==> src/rtl/core/rbi_pkg.sv <==
// shared types, widths and codes for the ray/box intersection core
package rbi_pkg;

  localparam int FRAC_BITS     = 16;
  localparam int TOLERANCE_LSB = 1;

  localparam int W       = 32;                     // field width
  localparam int NAXIS   = 3;
  localparam int NCAND   = 2 * NAXIS;
  localparam int NUM_W   = W + 1;                  // plane - origin
  localparam int DMAG_W  = W;                      // |dir|
  localparam int Q_W     = W - 1;                  // saturated quotient
  localparam int N_W     = NUM_W + FRAC_BITS;      // dividend
  localparam int REM_W   = DMAG_W;                 // partial remainder
  localparam int CMP_W   = DMAG_W + Q_W - FRAC_BITS;
  localparam int PROD_W  = Q_W + DMAG_W;
  localparam int PT_W    = PROD_W - FRAC_BITS + 2; // full-width point
  localparam int CIDX_W  = 3;

  typedef enum logic [CIDX_W-1:0] {
    CFG_BOX_MIN_X = 3'd0,
    CFG_BOX_MIN_Y = 3'd1,
    CFG_BOX_MIN_Z = 3'd2,
    CFG_BOX_MAX_X = 3'd3,
    CFG_BOX_MAX_Y = 3'd4,
    CFG_BOX_MAX_Z = 3'd5
  } cfg_idx_t;

  typedef enum logic [2:0] {
    FACE_NEG_X = 3'd0,
    FACE_POS_X = 3'd1,
    FACE_NEG_Y = 3'd2,
    FACE_POS_Y = 3'd3,
    FACE_NEG_Z = 3'd4,
    FACE_POS_Z = 3'd5
  } face_t;

  localparam face_t FACE_OF [NCAND] = '{FACE_NEG_X, FACE_POS_X, FACE_NEG_Y,
                                        FACE_POS_Y, FACE_NEG_Z, FACE_POS_Z};

  typedef struct packed {
    logic [NAXIS-1:0][W-1:0] bmin;
    logic [NAXIS-1:0][W-1:0] bmax;
  } box_t;

  typedef struct packed {
    logic [NAXIS-1:0][W-1:0] org;
    logic [NAXIS-1:0][W-1:0] dir;
  } ray_t;

  typedef struct packed {
    logic              ok;
    logic              sat;
    logic [REM_W-1:0]  rem;
    logic [Q_W-1:0]    nlo;
    logic [DMAG_W-1:0] dmag;
    logic [Q_W-1:0]    q;
  } div_lane_t;

  typedef struct packed {
    logic              ok;
    logic [Q_W-1:0]    q;
    face_t             face;
    logic [NAXIS-1:0][PT_W-1:0] pt;
  } cand_t;

endpackage

==> src/rtl/core/rbi_select.sv <==
// nearest-hit selection: per axis, then across axes into the output register
module rbi_select (
  input  logic                  clk,
  input  logic                  rst_n,
  input  logic                  en,
  input  logic                  in_vld,
  input  rbi_pkg::cand_t [rbi_pkg::NCAND-1:0] in_cand,
  output logic                  out_valid,
  output logic                  out_hit,
  output logic signed [rbi_pkg::W-1:0] out_point_x,
  output logic signed [rbi_pkg::W-1:0] out_point_y,
  output logic signed [rbi_pkg::W-1:0] out_point_z,
  output logic [rbi_pkg::Q_W-1:0] out_hit_t,
  output logic [2:0]            out_face
);
  import rbi_pkg::*;

  function automatic logic [W-1:0] sat_pt(input logic signed [PT_W-1:0] v);
    logic signed [PT_W-1:0] vmax, vmin;
    vmax = PT_W'($signed({1'b0, {(W-1){1'b1}}}));
    vmin = PT_W'($signed({1'b1, {(W-1){1'b0}}}));
    if (v > vmax) return vmax[W-1:0];
    if (v < vmin) return vmin[W-1:0];
    return v[W-1:0];
  endfunction

  logic  vld1_r, vld_r;
  cand_t [NAXIS-1:0] axis_r, axis_nxt;
  logic  hit_r;
  logic  [NAXIS-1:0][W-1:0] pt_r;
  logic  [Q_W-1:0] t_r;
  face_t face_r;

  // later valid candidate wins only when the earlier is invalid or it is strictly nearer
  always_comb begin
    for (int a = 0; a < NAXIS; a++) begin
      if (in_cand[2*a+1].ok && (!in_cand[2*a].ok || in_cand[2*a+1].q < in_cand[2*a].q)) begin
        axis_nxt[a] = in_cand[2*a+1];
      end else begin
        axis_nxt[a] = in_cand[2*a];
      end
    end
  end

  cand_t best;
  always_comb begin
    best = axis_r[0];
    for (int a = 1; a < NAXIS; a++) begin
      if (axis_r[a].ok && (!best.ok || axis_r[a].q < best.q)) best = axis_r[a];
    end
  end

  always_ff @(posedge clk) begin
    if (!rst_n) begin
      vld1_r <= 1'b0;
      vld_r  <= 1'b0;
    end else if (en) begin
      vld1_r <= in_vld;
      vld_r  <= vld1_r;
    end
  end

  always_ff @(posedge clk) begin
    if (en) begin
      axis_r <= axis_nxt;
      hit_r  <= best.ok;
      t_r    <= best.ok ? best.q : '0;
      face_r <= best.ok ? best.face : FACE_NEG_X;
      for (int k = 0; k < NAXIS; k++) begin
        pt_r[k] <= best.ok ? sat_pt(best.pt[k]) : '0;
      end
    end
  end

  assign out_valid   = vld_r;
  assign out_hit     = hit_r;
  assign out_point_x = $signed(pt_r[0]);
  assign out_point_y = $signed(pt_r[1]);
  assign out_point_z = $signed(pt_r[2]);
  assign out_hit_t   = t_r;
  assign out_face    = face_r;

endmodule

==> config.mk <==
export PLATFORM = sky130hd
export DESIGN_NAME = rbi_select
export DESIGN_NICKNAME = d
export VERILOG_FILES = /design/src/rtl/core/rbi_pkg.sv /design/src/rtl/core/rbi_select.sv
export SDC_FILE = /design/constraint.sdc
export NUM_CORES = 1
export LEC_CHECK = 0
export ABC_AREA = 0
export BUFFER_PORTS_ARGS = -buffer_cell sky130_fd_sc_hd__buf_4
export CAP_MARGIN = 20
export CORE_AREA = 3 3 475 477
export CTS_CLUSTER_DIAMETER = 80
export DETAILED_ROUTE_END_ITERATION = 6
export DIE_AREA = 0 0 478 480
export GPL_TIMING_DRIVEN = 0
export SLEW_MARGIN = 10
export SYNTH_ARGS = -nofsm -noshare
export SYNTH_HDL_FRONTEND = slang
export SYNTH_SLANG_ARGS = --single-unit
export TNS_END_PERCENT = 50
==> constraint.sdc <==
create_clock -name clk -period 7.1 [get_ports clk]
set_input_delay 1.42 -clock clk [delete_from_list [all_inputs] [get_ports clk]]
set_output_delay 1.42 -clock clk [all_outputs]
set_load 0.02 [all_outputs]
# Word level (Yosys, flattened, before mapping)
# Cells that the tools add are included.
# classes
magnitude_cmp,11
mux,32
n_reduce_logical,15
# ops
operator,n
182-bit two-way mux,5
32-bit two-way mux,12
31-bit less-than comparator,5
"49-bit by 32-bit > comparator with 1-bit output, second input constant",3
"49-bit by 32-bit less-than comparator with 1-bit output, second input constant",3
1-bit two-way mux,15
1-bit logical AND,5
1-bit zero test,5
1-bit logical OR,5
# totals
reg_bits,679
in_bits,1096
out_inout_bits,132
elab_cells,84

# Logic depth before layout (Yosys ltp)
# depth
word_depth,15
mapped_depth,24
ltp_nobuf,19

# Worst setup path before layout
# OpenSTA, ideal clock, no wires.
# synth_timing
path_type,register -> register
startpoint,register axis_r[354] in the netlist's numbering
endpoint,"register pt_r (netlist bit out_point_z[0]), data pin"
setup_ps,268
arrival_ps,4440
setup_slack_ps,2392
path_stages_with_launch,22
path_buffers,5
period_less_slack_ps,4708
cell_sequence,edfxtp_1 -> ha_1 -> and4_1 -> nand4_1 -> or4_4 -> o21a_1 -> buf_6 -> buf_2 -> clkbuf_1 -> nor2_1 -> a21oi_1 -> ha_1 -> nand4_1 -> nor3_1 -> nand2_1 -> nor4_1 -> o211ai_4 -> and2_4 -> buf_6 -> o311ai_4 -> buf_6 -> o21ai_0
# synth_between
elab_chain_cells,14
word_cells_on_any_way,19
cone_classes,order compare (4); mux (10); reduce/logical (5)
# synth_lines
item,line,text
"start, declared",rbi_select.sv:28,"cand_t [NAXIS-1:0] axis_r, axis_nxt;"
"start signal, assigned",rbi_select.sv:65,axis_r <= axis_nxt;
31-bit less-than comparator,rbi_select.sv:49,if (axis_r[a].ok && (!best.ok || axis_r[a].q < best.q)) best = axis_r[a];
1-bit logical OR,rbi_select.sv:49,
1-bit logical AND,rbi_select.sv:49,
182-bit two-way mux (*),rbi_select.sv:49,
31-bit less-than comparator / 1-bit zero test (equally long branches),rbi_select.sv:49,
1-bit logical OR,rbi_select.sv:49,
1-bit logical AND,rbi_select.sv:49,
182-bit two-way mux (*),rbi_select.sv:49,
49-bit by 32-bit less-than comparator with 1-bit output,rbi_select.sv:23,if (v < vmin) return vmin[W-1:0];
1-bit two-way mux (2 in a row),rbi_select.sv:23,
1-bit two-way mux,rbi_select.sv:64,if (en) begin
32-bit two-way mux,rbi_select.sv:24,return v[W-1:0];
32-bit two-way mux,rbi_select.sv:23,
"end signal, assigned by index",rbi_select.sv:70,pt_r[k] <= best.ok ? sat_pt(best.pt[k]) : '0;
"end, declared",rbi_select.sv:30,logic [NAXIS-1:0][W-1:0] pt_r;
# Mark *: on every way between the ends. The rest lies on a longest branch, timed or not. The select of a mux whose other input is x is not followed.
# A chain may end at the register's enable or synchronous reset.

# Worst setup path in the final report
# layout_timing
startpoint,register axis_r[176] in the netlist's numbering
endpoint,"register pt_r (netlist bit out_point_y[0]), data pin"
# The elaborated chain is that of the path after synthesis.

==> results.py <==
metrics = {
    "sta": {
        "rsz0062_at_grt": "true",
        "slew_headroom": 0.232,
        "final-hold-violation-count": 0,
        "finalSetupTns_ns": 0,
        "max_freq_mhz": 146,
        "fin_ws_ns": 0.245,
        "finClkSkew_ns": 0.0252,
        "tightest_slew_ns": 1.15,
        "maxSlewViolCount": 0,
        "whs_ns": 0.528,
        "fin_crit_ns": 6.85,
        "setup_viol": 0,
        "final.period_utilization": 0.965,
    },
    "critical_path": {
        "crit_path_max_fanout": 12,
        "arrival_ns": 7.29,
        "slowest_stage": "mux2i_1",
        "r2r-end": "out_point_y[0]$_SDFFCE_PP0P_",
        "critPathMostFrequentCell": "buf_6",
        "critPathLaunchType": "register",
        "reg2reg_depth": 24,
        "path_class": "register to register",
        "cp-end-kind": "register",
        "rr_startpoint": "axis_r[176]$_DFFE_PP_",
        "ff2ff_setup_slack_ns": 0.25,
        "required_ns": 7.54,
        "crit_chain": "inv_1 > ha_1 > and4_1 > nand4_1 > nand2b_1 > a41o_1 > o21a_1 > buf_6 > buf_4 > clkbuf_1 > buf_6 > nor2_1 > a21oi_1 > ha_1 > a211o_1 > a211oi_1 > nand2_1 > o211ai_4 > buf_12 > nand2_2 > buf_6 > buf_4 > mux2i_1 > o21ai_1",
        "cpPeakStageDelay_ns": 0.56,
    },
    "power": {
        "seqPwrFrac": 0.388,
        "p_clk_frac": 0.347,
        "power.ir.vdd_worst_mv": 0.148,
        "power_leakage_nw": 20.8,
        "pwr-share-comb": 0.265,
        "power.density_nw_per_um2": 267,
        "total_power_mw": 13.8,
        "p_int_mw": 9.51,
        "power_switching_mw": 4.30,
        "switching_share": 0.311,
    },
    "clock_network": {
        "htree_levels": 3,
        "root_buffer": "clkbuf_16",
        "numCtsBuffers": 92,
        "cts.sinks": 679,
        "clkTransAtPathRegs_ns": 0.06,
        "clockBufferDepth": 3,
        "clkLatencyLatePin_ns": 0.71,
        "cts_tree": "yes",
        "postCtsHoldBufs": 0,
    },
    "global_routing": {
        "gr-total-overflow": 0,
        "grt_pass1_vias": 27658,
        "grt_max_degree": 112,
        "grt_pass1_wl_um": 252000,
        "antenna_found_initial": 134,
        "grtUsageTotal": 0.164,
    },
    "yosys": {
        "syn_nets": 3663,
        "netlist_instances": 2417,
        "ys_warn_count": 0,
        "synth-edff-count": 677,
        "ys_seq_area_frac": 0.580,
        "yosys_most_used_dff": "edfxtp_1",
        "syn-cell-area_um2": 35100,
        "ys_types": 56,
        "synthArstFlopShare": 0,
        "avgSynthCellArea_um2": 14.5,
        "ys_ff_latch": 679,
    },
    "min_path": {
        "min_path_type": "register to register",
        "min_path_cells": 2,
        "worstHoldEndpoint": "out_valid$_SDFFE_PN0P_",
        "hp-start": "out_valid$_SDFFE_PN0P_",
    },
    "floorplanning": {
        "start_util": 0.158,
        "core-area_um2": 222000,
        "die_area_um2": 229000,
        "rows": 173,
        "ios": 1228,
        "fp.dieW_um": 478,
        "die_y_um": 480,
    },
    "placement": {
        "placed_area_um2": 48500,
        "io_buffers": 1227,
        "dp_hpwl_um": 166000,
        "place_ws_ns": -1.65,
        "gp_congestion": 0.956,
    },
    "cells_and_area": {
        "drive_gt1_frac": 0.545,
        "final_area_um2": 51800,
        "area_growth_pct": 47.5,
        "final_nets": 5014,
    },
    "drt": {
        "route.detailed.drc": 0,
        "ant_nets": 0,
        "via_per_inst": 3.97,
        "wl_um": 196000,
        "vias": 27199,
        "drt-initial-drc-count": 1898,
        "firstDrtPassIters": 5,
        "wl_per_cell_um": 28.7,
    },
    "outcome": {
        "status": "complete, no violations",
    },
    "flow_run": {
        "max_cap_violations": 0,
    },
}
cell families after synthesis:
family,Yosys count,share of synthesized area
mux,741,0.234
fa+ha+maj,150,0.0534
compound gates,345,0.0606
simple gates,257,0.0396
buf+inv,245,0.0328
flops,679,0.580
power by group through the flow:
stage	Clock [mW]	Sequential, mW	Combinational (mW)
2_1_floorplan	0	5.55	1.51
3_3_place_gp	0	5.47	3.64
3_5_place_dp	0	5.44	3.71
4_1_cts	4.96	5.36	3.75
5_1_grt	5.09	5.40	3.94
6_report	4.79	5.36	3.67
critical path: cells and delay by family, from the launching register on:
family / cells / cell delay, ns
buffers and inverters: 8 / 1.97
DFF: 1 / 0.42
AOI/OAI and AO/OA: 7 / 2.00
adders and majority gates: 2 / 0.59
muxes: 1 / 0.56
and+or+nand+nor: 6 / 0.95
registers in the layout, indices dropped and copies added, names as in the netlist:
name,flops
vld1_r,1
out_valid,1
out_point_x,32
out_face,3
out_point_z,32
out_hit_t,31
out_point_y,32
axis_r,546
out_hit,1
layer usage:
| metal | GRT usage | share of wire | wire length [um] |
|---|---|---|---|
| met4 | 0.0394 | 0.026 | 5120 |
| met3 | 0.0570 | 0.10 | 19700 |
| met5 | 0 | 0.0019 | 379 |
| met1 | 0.200 | 0.39 | 77300 |
| met2 | 0.277 | 0.48 | 93900 |
cell usage after synthesis, types with 25 or more instances:
| master | n | share of area |
|---|---|---|
| clkbuf_1 | 28 | 0.0030 |
| nand4_1 | 68 | 0.012 |
| a21oi_1 | 75 | 0.011 |
| nand2_1 | 32 | 0.0034 |
| o21ai_0 | 129 | 0.018 |
| a21o_1 | 42 | 0.0090 |
| mux2i_1 | 105 | 0.030 |
| ha_1 | 150 | 0.053 |
| nor4_1 | 44 | 0.0078 |
| edfxtp_1 | 677 | 0.58 |
| buf_2 | 32 | 0.0046 |
| mux2_2 | 593 | 0.19 |
| inv_1 | 127 | 0.014 |
| o21a_1 | 36 | 0.0077 |
| nor2_1 | 61 | 0.0065 |
| mux2_1 | 43 | 0.014 |
| buf_1 | 25 | 0.0027 |
worst max-delay path by stage:
| stage | startpoint | endpoint | slack [ns] | cells past startpoint |
|---|---|---|---|---|
| after floorplan | axis_r[354]$_DFFE_PP_ | out_point_z[0]$_SDFFCE_PP0P_ | 2.39 | 21 |
| after global placement | axis_r[176]$_DFFE_PP_ | out_point_z[12]$_SDFFCE_PP0P_ | -2.37 | 22 |
| after detailed placement | axis_r[176]$_DFFE_PP_ | out_point_z[12]$_SDFFCE_PP0P_ | -1.65 | 22 |
| after CTS | axis_r[177]$_DFFE_PP_ | out_point_z[12]$_SDFFCE_PP0P_ | 0.007 | 24 |
| after global routing | axis_r[177]$_DFFE_PP_ | out_point_x[20]$_SDFFCE_PP0P_ | -0.01 | 24 |
| final | axis_r[176]$_DFFE_PP_ | out_point_y[0]$_SDFFCE_PP0P_ | 0.25 | 24 |
what timing repair did:
action / 4_1_cts / 5_1_grt
setup buffers: 6 / 0
resized for setup: 13 / 5
endpoints found under the setup margin: 130 / 11
pin swaps: 2 / 0
placed cells by master (no fill, tap or decap), types with 8 or more instances in the layout:
cell and instances:
bufinv_16 10, nor2b_1 11, a21oi_1 72, inv_1 127
buf_16 8, mux2_2 593, buf_1 25, a211oi_1 10
mux2_1 43, nand2_1 32, nor2_1 59, nand2b_1 10
inv_6 11, clkinv_1 15, nor4_1 39, edfxtp_1 677
buf_4 1251, clkinv_2 15, nand4_1 68, clkbuf_2 8
o21a_1 36, a21o_1 42, ha_1 150, clkbuf_1 30
o21ai_0 129, diode_2 30, clkbuf_16 93, buf_6 21
o21ai_1 19, buf_2 31, mux2i_1 103
through the flow:
stage | util | instances
after floorplan | - | 2417
after global placement | 0.217 | 6619
after detailed placement | 0.219 | 6642
after CTS | 0.233 | 6818
after global routing | 0.233 | 6830
final | 0.234 | 6849
cell type report:
| class | instances | area (um^2) |
|---|---|---|
| fill | 23501 | 170000 |
| clock buffer | 104 | 2370 |
| antenna | 30 | 75.1 |
| tap | 2975 | 3720 |
| timing repair buffer | 1257 | 9710 |
| sequential | 679 | 20400 |
| clock inverter | 66 | 721 |
| multi-input combinational | 1493 | 13700 |
| inverter | 127 | 477 |
| buffer | 118 | 702 |
Power figures use the tool's default switching activity.
