`config.mk`:
```
export PLATFORM = sky130hd
export DESIGN_NAME = rbi_prep
export DESIGN_NICKNAME = d
export VERILOG_FILES = /design/src/rtl/core/rbi_pkg.sv /design/src/rtl/core/rbi_prep.sv
export SDC_FILE = /design/constraint.sdc
export NUM_CORES = 1
export LEC_CHECK = 0
export ABC_AREA = 1
export BUFFER_PORTS_ARGS = -buffer_cell sky130_fd_sc_hd__buf_4
export CAP_MARGIN = 10
export CORE_AREA = 8 8 518 520
export DETAILED_ROUTE_END_ITERATION = 10
export DIE_AREA = 0 0 526 528
export PLACE_DENSITY = 0.41
export SETUP_SLACK_MARGIN = 0.1
export SYNTH_ARGS = -nofsm -noshare
export SYNTH_HDL_FRONTEND = slang
export SYNTH_SLANG_ARGS = --single-unit
```
`constraint.sdc`:
```
create_clock -name clk -period 5.1 [get_ports clk]
set_clock_uncertainty 0.2 [all_clocks]
set_input_delay 0.51 -clock clk [delete_from_list [all_inputs] [get_ports clk]]
set_output_delay 0.51 -clock clk [all_outputs]
set_load 0.01 [all_outputs]
```
`src/rtl/core/rbi_pkg.sv`:
```
// shared types, widths and codes for the ray/box intersection core
package rbi_pkg;

  localparam int FRAC_BITS     = 16;
  localparam int TOLERANCE_LSB = 1;

  localparam int W       = 32;                     // field width
  localparam int NAXIS   = 3;
  localparam int NCAND   = 2 * NAXIS;
  localparam int NUM_W   = W + 1;                  // plane - origin
  localparam int DMAG_W  = W;                      // |dir|
  localparam int Q_W     = W - 1;                  // saturated quotient
  localparam int N_W     = NUM_W + FRAC_BITS;      // dividend
  localparam int REM_W   = DMAG_W;                 // partial remainder
  localparam int CMP_W   = DMAG_W + Q_W - FRAC_BITS;
  localparam int PROD_W  = Q_W + DMAG_W;
  localparam int PT_W    = PROD_W - FRAC_BITS + 2; // full-width point
  localparam int CIDX_W  = 3;

  typedef enum logic [CIDX_W-1:0] {
    CFG_BOX_MIN_X = 3'd0,
    CFG_BOX_MIN_Y = 3'd1,
    CFG_BOX_MIN_Z = 3'd2,
    CFG_BOX_MAX_X = 3'd3,
    CFG_BOX_MAX_Y = 3'd4,
    CFG_BOX_MAX_Z = 3'd5
  } cfg_idx_t;

  typedef enum logic [2:0] {
    FACE_NEG_X = 3'd0,
    FACE_POS_X = 3'd1,
    FACE_NEG_Y = 3'd2,
    FACE_POS_Y = 3'd3,
    FACE_NEG_Z = 3'd4,
    FACE_POS_Z = 3'd5
  } face_t;

  localparam face_t FACE_OF [NCAND] = '{FACE_NEG_X, FACE_POS_X, FACE_NEG_Y,
                                        FACE_POS_Y, FACE_NEG_Z, FACE_POS_Z};

  typedef struct packed {
    logic [NAXIS-1:0][W-1:0] bmin;
    logic [NAXIS-1:0][W-1:0] bmax;
  } box_t;

  typedef struct packed {
    logic [NAXIS-1:0][W-1:0] org;
    logic [NAXIS-1:0][W-1:0] dir;
  } ray_t;

  typedef struct packed {
    logic              ok;
    logic              sat;
    logic [REM_W-1:0]  rem;
    logic [Q_W-1:0]    nlo;
    logic [DMAG_W-1:0] dmag;
    logic [Q_W-1:0]    q;
  } div_lane_t;

  typedef struct packed {
    logic              ok;
    logic [Q_W-1:0]    q;
    face_t             face;
    logic [NAXIS-1:0][PT_W-1:0] pt;
  } cand_t;

endpackage

```
`src/rtl/core/rbi_prep.sv`:
```
// slab setup: per-plane numerator, magnitudes and saturation check
module rbi_prep (
  input  logic                  clk,
  input  logic                  rst_n,
  input  logic                  en,
  input  logic                  in_vld,
  input  rbi_pkg::ray_t         in_ray,
  input  rbi_pkg::box_t         box,
  output logic                  out_vld,
  output rbi_pkg::ray_t         out_ray,
  output rbi_pkg::div_lane_t [rbi_pkg::NCAND-1:0] out_lane
);
  import rbi_pkg::*;

  logic      vld_r;
  ray_t      ray_r;
  div_lane_t [NCAND-1:0] lane_r, lane_nxt;

  always_comb begin
    logic signed [NUM_W-1:0] plane, org, num;
    logic        [NUM_W-1:0] nmag;
    logic        [N_W-1:0]   dvd;
    logic        [DMAG_W-1:0] dmag;
    logic signed [W-1:0]     dir;
    for (int c = 0; c < NCAND; c++) begin
      plane = (c % 2 == 1) ? NUM_W'($signed(box.bmax[c/2])) : NUM_W'($signed(box.bmin[c/2]));
      org   = NUM_W'($signed(in_ray.org[c/2]));
      dir   = $signed(in_ray.dir[c/2]);
      num   = plane - org;
      nmag  = num[NUM_W-1] ? NUM_W'(-num) : num;
      dmag  = dir[W-1] ? DMAG_W'(-dir) : DMAG_W'(dir);
      dvd   = {nmag, {FRAC_BITS{1'b0}}};
      lane_nxt[c].ok   = (dir != '0) && (num != '0) && (num[NUM_W-1] == dir[W-1]);
      // quotient overflows the t field exactly when nmag >= dmag << (Q_W - FRAC_BITS)
      lane_nxt[c].sat  = CMP_W'(nmag) >= (CMP_W'(dmag) << (Q_W - FRAC_BITS));
      lane_nxt[c].rem  = REM_W'(dvd[N_W-1:Q_W]);
      lane_nxt[c].nlo  = dvd[Q_W-1:0];
      lane_nxt[c].dmag = dmag;
      lane_nxt[c].q    = '0;
    end
  end

  always_ff @(posedge clk) begin
    if (!rst_n) begin
      vld_r <= 1'b0;
    end else if (en) begin
      vld_r <= in_vld;
    end
  end

  always_ff @(posedge clk) begin
    if (en) begin
      ray_r  <= in_ray;
      lane_r <= lane_nxt;
    end
  end

  assign out_vld  = vld_r;
  assign out_ray  = ray_r;
  assign out_lane = lane_r;

endmodule

```
# After elaboration in Yosys (flattened, before gate mapping)
# Index checks and enable logic that the tools add are counted.
dict set report totals {
  reg_bits 499
  inputBits 388
  out_inout_bits 961
  elab_cells 91
}
dict set report classes {
  addsub 15
  order_cmp 6
  eq_ne 6
  n_mux 9
  reduce_logical 21
}
# cell n
set op_table {}
lappend op_table {{$ge 33x47->1} 6}
lappend op_table {{$mux 33} 6}
lappend op_table {{$neg 33->33} 6}
lappend op_table {{$reduce_bool 33->1} 6}
lappend op_table {{$sub 32x32->33} 6}
lappend op_table {{$mux 32} 3}
lappend op_table {{$neg 32->32} 3}
lappend op_table {{$reduce_bool 32->1} 3}
lappend op_table {{$logic_and 1x1->1} 12}
lappend op_table {{$eq 1x1->1} 6}

# Depth between registers and ports, before layout
dict set report depth {
  ltp_word 4
  mapped_depth 33
}

# Least setup slack after synthesis
# OpenSTA, ideal clock, no wires.
dict set report synth_path {
  kind {input to register}
  start {in box[128] in the netlist's numbering}
  end {reg lane_r, in the netlist out_lane[382], data pin}
  arrival_time_ns 3.912
  required_time_ns 4.645
  slack_ns 0.733
  stages 24
  n_path_buf 0
  path_cell_list {inv_1 > ha_1 > fa_1 > ha_1 > inv_1 > a21oi_1 > nand3_1 > nor2_1 > nand4_2 > nor2_4 > nand4_2 > nor2_2 > nand4_1 > nand2_1 > xor2_1 > ha_1 > a21oi_1 > o21ai_0 > a2111oi_0 > nand2_1 > nand2_1 > a21boi_0 > o21bai_1 > nand2_1}
}
# item line
set synth_rtl {}
lappend synth_rtl {{start, declared} rbi_prep.sv:8} ;# input rbi_pkg::box_t box,
lappend synth_rtl {{end signal, assigned} rbi_prep.sv:54} ;# lane_r <= lane_nxt;
lappend synth_rtl {{end, declared} rbi_prep.sv:17} ;# div_lane_t [NCAND-1:0] lane_r, lane_nxt;

==> impl_metrics.prom <==
# TYPE chip_impl_metric gauge
chip_impl_metric{name="dieArea",unit="µm²"} 277700
chip_impl_metric{name="hpwl",unit="µm"} 213700
chip_impl_info{name="ctsRootBufferMaster",value="sky130_fd_sc_hd__clkbuf_16"} 1
chip_impl_metric{name="cp_num_cells",unit=""} 33
chip_impl_metric{name="area_of_the_multi_input_gates",unit="µm²"} 25320
chip_impl_metric{name="clk_latency",unit="ps"} 650
chip_impl_metric{name="syn-mean-instance-area",unit="µm²"} 7.185
chip_impl_metric{name="globalRouteTotalUtil",unit="%"} 16.54
chip_impl_metric{name="totalNegativeSetupSlack",unit="ps"} 0
chip_impl_metric{name="initial_utilization",unit="%"} 17.31
chip_impl_metric{name="worst_ep_arrival_time",unit="ps"} 5140
chip_impl_info{name="worst_path_dominant_cell_family",value="simple AND/OR/NAND/NOR gates"} 1
chip_impl_metric{name="cp_num_buf_inv",unit=""} 8
chip_impl_metric{name="switching_share",unit="%"} 39.72
chip_impl_info{name="rr_endpoint",value="out_vld"} 1
chip_impl_metric{name="final_cell_area",unit="µm²"} 65720
chip_impl_metric{name="wl_per_cell",unit="µm"} 20.85
chip_impl_metric{name="timing.reg2reg.worst_path_depth",unit=""} 3
chip_impl_metric{name="die_h",unit="µm"} 528
chip_impl_metric{name="synth_enable_flop_cells",unit=""} 495
chip_impl_metric{name="path_max_fanout",unit=""} 4
chip_impl_metric{name="number_of_cts_inserted_buffers",unit=""} 69
chip_impl_info{name="reg2reg_from",value="out_vld"} 1
chip_impl_metric{name="antenna_found_initial",unit=""} 33
chip_impl_metric{name="place.port_buffers",unit=""} 982
chip_impl_metric{name="final_routed_wirelength",unit="µm"} 243400
chip_impl_metric{name="drt-initial-drc-count",unit=""} 2932
chip_impl_metric{name="async_reset_ff_share",unit="%"} 0
chip_impl_metric{name="netSwitchingPower",unit="mW"} 7.881
chip_impl_info{name="cp-end-kind",value="flop"} 1
chip_impl_metric{name="cts_max_level",unit=""} 3
chip_impl_metric{name="viasPerCell",unit=""} 4.074
chip_impl_metric{name="clk_path_buf_depth",unit=""} 3
chip_impl_metric{name="via_total_after_detailed_routing",unit=""} 47559
chip_impl_info{name="grt_setup_unrepaired",value="true"} 1
chip_impl_info{name="tritoncts",value="yes"} 1
chip_impl_metric{name="clock_sink_count",unit=""} 496
chip_impl_info{name="layout_commonest_cell",value="sky130_fd_sc_hd__buf_4"} 1
chip_impl_metric{name="area_delta_synth_final",unit="%"} 45.64
chip_impl_metric{name="leakage",unit="nW"} 32.23
chip_impl_info{name="startpoint_type",value="input pin"} 1
chip_impl_metric{name="worst_ir_drop_vdd",unit="mV"} 0.2139
chip_impl_metric{name="path_clk_slew",unit="ps"} 60
chip_impl_metric{name="final_net_count",unit=""} 8889
chip_impl_info{name="critical-path-slowest-cell",value="sky130_fd_sc_hd__dlygate4sd3_1"} 1
chip_impl_info{name="hp-class",value="input pin to flop"} 1
chip_impl_metric{name="crit_path_max_incr_delay",unit="ps"} 530
chip_impl_metric{name="post-route-period-util",unit="%"} 94.21
chip_impl_metric{name="drcViolationCount",unit=""} 0
chip_impl_info{name="layout_common_cells",value="sky130_fd_sc_hd__buf_4, sky130_fd_sc_hd__nand2_1, sky130_fd_sc_hd__inv_1"} 1
chip_impl_info{name="crit_path_start",value="in_ray[98]"} 1
chip_impl_metric{name="timing.critical_path.required",unit="ps"} 5430
chip_impl_metric{name="share_comb_of_total_power",unit="%"} 46.1
chip_impl_metric{name="first_pass_grt_wire_length",unit="µm"} 339900
chip_impl_metric{name="drv_slew",unit=""} 0
chip_impl_metric{name="std_cell_core_area",unit="µm²"} 260600
chip_impl_info{name="capture_point_of_the_worst_path",value="out_lane[126]"} 1
chip_impl_metric{name="mappedNetlistArea",unit="µm²"} 45120
chip_impl_metric{name="power-per-cell-area",unit="nW/µm²"} 301.9
chip_impl_metric{name="synth_cell_types",unit=""} 63
chip_impl_metric{name="die_width",unit="µm"} 526
chip_impl_metric{name="sequential_cell_fraction_of_total_power",unit="%"} 27.9
chip_impl_metric{name="final_layout_fill_cell_count",unit=""} 29024
chip_impl_info{name="outcome",value="finished clean"} 1
chip_impl_metric{name="yosysSeqAreaShare",unit="%"} 32.99
chip_impl_metric{name="sequential_cell_area",unit="µm²"} 14880
chip_impl_metric{name="routabilityCongestion",unit=""} 0.9231
chip_impl_metric{name="final_layout_size_suffix_gt1_share",unit="%"} 26.98
chip_impl_metric{name="timing.slew.headroom",unit="%"} 23.11
chip_impl_metric{name="synth-warning-count",unit=""} 0
chip_impl_metric{name="design_power_total",unit="mW"} 19.84
chip_impl_metric{name="power_frac_clock",unit="%"} 26.1
chip_impl_metric{name="final_setup_violation_count",unit=""} 0
chip_impl_metric{name="timing.reg2reg.setup_slack",unit="ps"} 3710
chip_impl_metric{name="grt_start_max_net_pins",unit=""} 105
chip_impl_info{name="synthFlopType",value="sky130_fd_sc_hd__edfxtp_1"} 1
chip_impl_metric{name="ant_nets",unit=""} 0
chip_impl_metric{name="min_period",unit="ps"} 4805
chip_impl_metric{name="timing.fmax",unit="GHz"} 0.2081
chip_impl_metric{name="worst_pin_slew",unit="ps"} 1149
chip_impl_metric{name="synth_seq_cells",unit=""} 496
chip_impl_metric{name="design.portCount",unit=""} 1349
chip_impl_metric{name="hold_viol",unit=""} 0
chip_impl_metric{name="num_rows",unit=""} 188
chip_impl_metric{name="synthesis.instances",unit=""} 6280
chip_impl_info{name="crit_path_frequent_cell",value="sky130_fd_sc_hd__nand2_1"} 1
chip_impl_metric{name="p_int",unit="mW"} 11.96
chip_impl_metric{name="first_global_vias",unit=""} 48206
chip_impl_metric{name="fin_hold_ws",unit="ps"} 130.6
chip_impl_info{name="critPathKind",value="input pin to flop"} 1
chip_impl_metric{name="global_route.overflow_total",unit=""} 0
chip_impl_metric{name="cap_violations",unit=""} 0
chip_impl_metric{name="detailedRoute.firstPassIterationCount",unit=""} 8
chip_impl_metric{name="detailed_place.area",unit="µm²"} 60380
## power by group through the flow
stage / Sequential, mW / Combinational (mW) / Clock, mW
after global placement: 5.62 / 8.89 / 0
after detailed placement: 5.61 / 8.88 / 0
final: 5.53 / 9.14 / 5.17
after floorplan: 5.74 / 3.99 / 0
after CTS: 5.55 / 9.05 / 5.40
after global routing: 5.58 / 10.0 / 5.52
## flip-flops by register name, indices dropped and copies added (netlist names)
| register | cells |
|---|---|
| out_vld | 1 |
| out_lane | 304 |
| out_ray | 191 |
## worst min path at each step
| stage | startpoint | endpoint | depth (start not counted) |
|---|---|---|---|
| floorplan | out_vld | out_vld | 2 |
| global placement | out_vld | out_vld | 2 |
| detailed placement | out_vld | out_vld | 2 |
| CTS | in_ray[95] | out_ray[95] | 1 |
| global route | in_ray[95] | out_ray[95] | 1 |
| finish | in_ray[95] | out_ray[95] | 1 |
## worst reg2reg max path: stages (launching register included)
cell and delay (ps):
sky130_fd_sc_hd__dfxtp_1 310, sky130_fd_sc_hd__o21ai_0 160, sky130_fd_sc_hd__a21oi_1 60, sky130_fd_sc_hd__dlygate4sd3_1 550
## cell usage after synthesis (15+ instances only)
cell type | number | area [µm²]
sky130_fd_sc_hd__nand2_1 | 1697 | 6370
sky130_fd_sc_hd__inv_1 | 900 | 3378
sky130_fd_sc_hd__nor2_1 | 692 | 2597
sky130_fd_sc_hd__edfxtp_1 | 495 | 14860
sky130_fd_sc_hd__buf_4 | 474 | 3558
sky130_fd_sc_hd__nand3_1 | 432 | 2162
sky130_fd_sc_hd__ha_1 | 309 | 3866
sky130_fd_sc_hd__a21oi_1 | 289 | 1446
sky130_fd_sc_hd__xor2_1 | 192 | 1682
sky130_fd_sc_hd__o21ai_0 | 182 | 910.9
sky130_fd_sc_hd__nand4_1 | 138 | 863.3
sky130_fd_sc_hd__nor3_1 | 96 | 480.5
sky130_fd_sc_hd__xnor2_1 | 39 | 341.6
sky130_fd_sc_hd__nand3b_1 | 37 | 277.8
sky130_fd_sc_hd__nand2_2 | 32 | 200.2
sky130_fd_sc_hd__nor2_2 | 26 | 162.7
sky130_fd_sc_hd__o21bai_1 | 22 | 165.2
sky130_fd_sc_hd__buf_2 | 18 | 90.09
sky130_fd_sc_hd__nand3_2 | 16 | 160.2
sky130_fd_sc_hd__a21o_1 | 15 | 112.6
## kinds of logic (layout without fill, tap and decap cells)
kind of cell	after synthesis	count (layout)	synth area share, %
AO/OA/AOI/OAI	574	574	6.913
XOR/XNOR	239	239	4.797
flip-flops	496	496	32.99
adder cells (fa/ha/maj)	315	315	8.834
buffers and inverters	1420	3018	15.88
other	1	377	0.008311
AND/OR/NAND/NOR	3234	3234	30.56
multiplexers	1	1	0.02218
## per-stage QoR
stage	util (%)	setup slack, ps	cells
finish	25.21	295.5	11674
global route	25.21	64.25	11667
CTS	24.82	107.1	11649
detailed placement	23.17	-457.1	11328
global placement	23.17	-429.1	11328
floorplan	-	733.0	6645
## layer usage
metal | track usage (%) | share of wire, % | vias to the layer above
met2 | 29.61 | 49 | 1596
met1 | 20.20 | 43 | 22257
met4 | 4.499 | 2.9 | 18
li1 | - | - | 23451
met3 | 3.224 | 5.5 | 237
met5 | 0 | 0.043 | -
## layout make-up
cell class | instances | share of cell area [%]
Clock inverter | 47 | 0.8739
Antenna cell | 11 | 0.04189
Multi-Input combinational cell | 4729 | 38.53
Tap cell | 3420 | 6.512
Clock buffer | 81 | 2.728
Timing Repair Buffer | 1977 | 23.41
Inverter | 913 | 5.255
Sequential cell | 496 | 22.65
## repair_timing
action | in CTS | in global routing
hold buffers | 193 | 0
hold endpoints to repair | 230 | 0
setup endpoints to repair | 0 | 6
buffers inserted | 0 | 14
gates resized for setup | 0 | 251
Note: power is estimated with default switching activity, not from simulation.
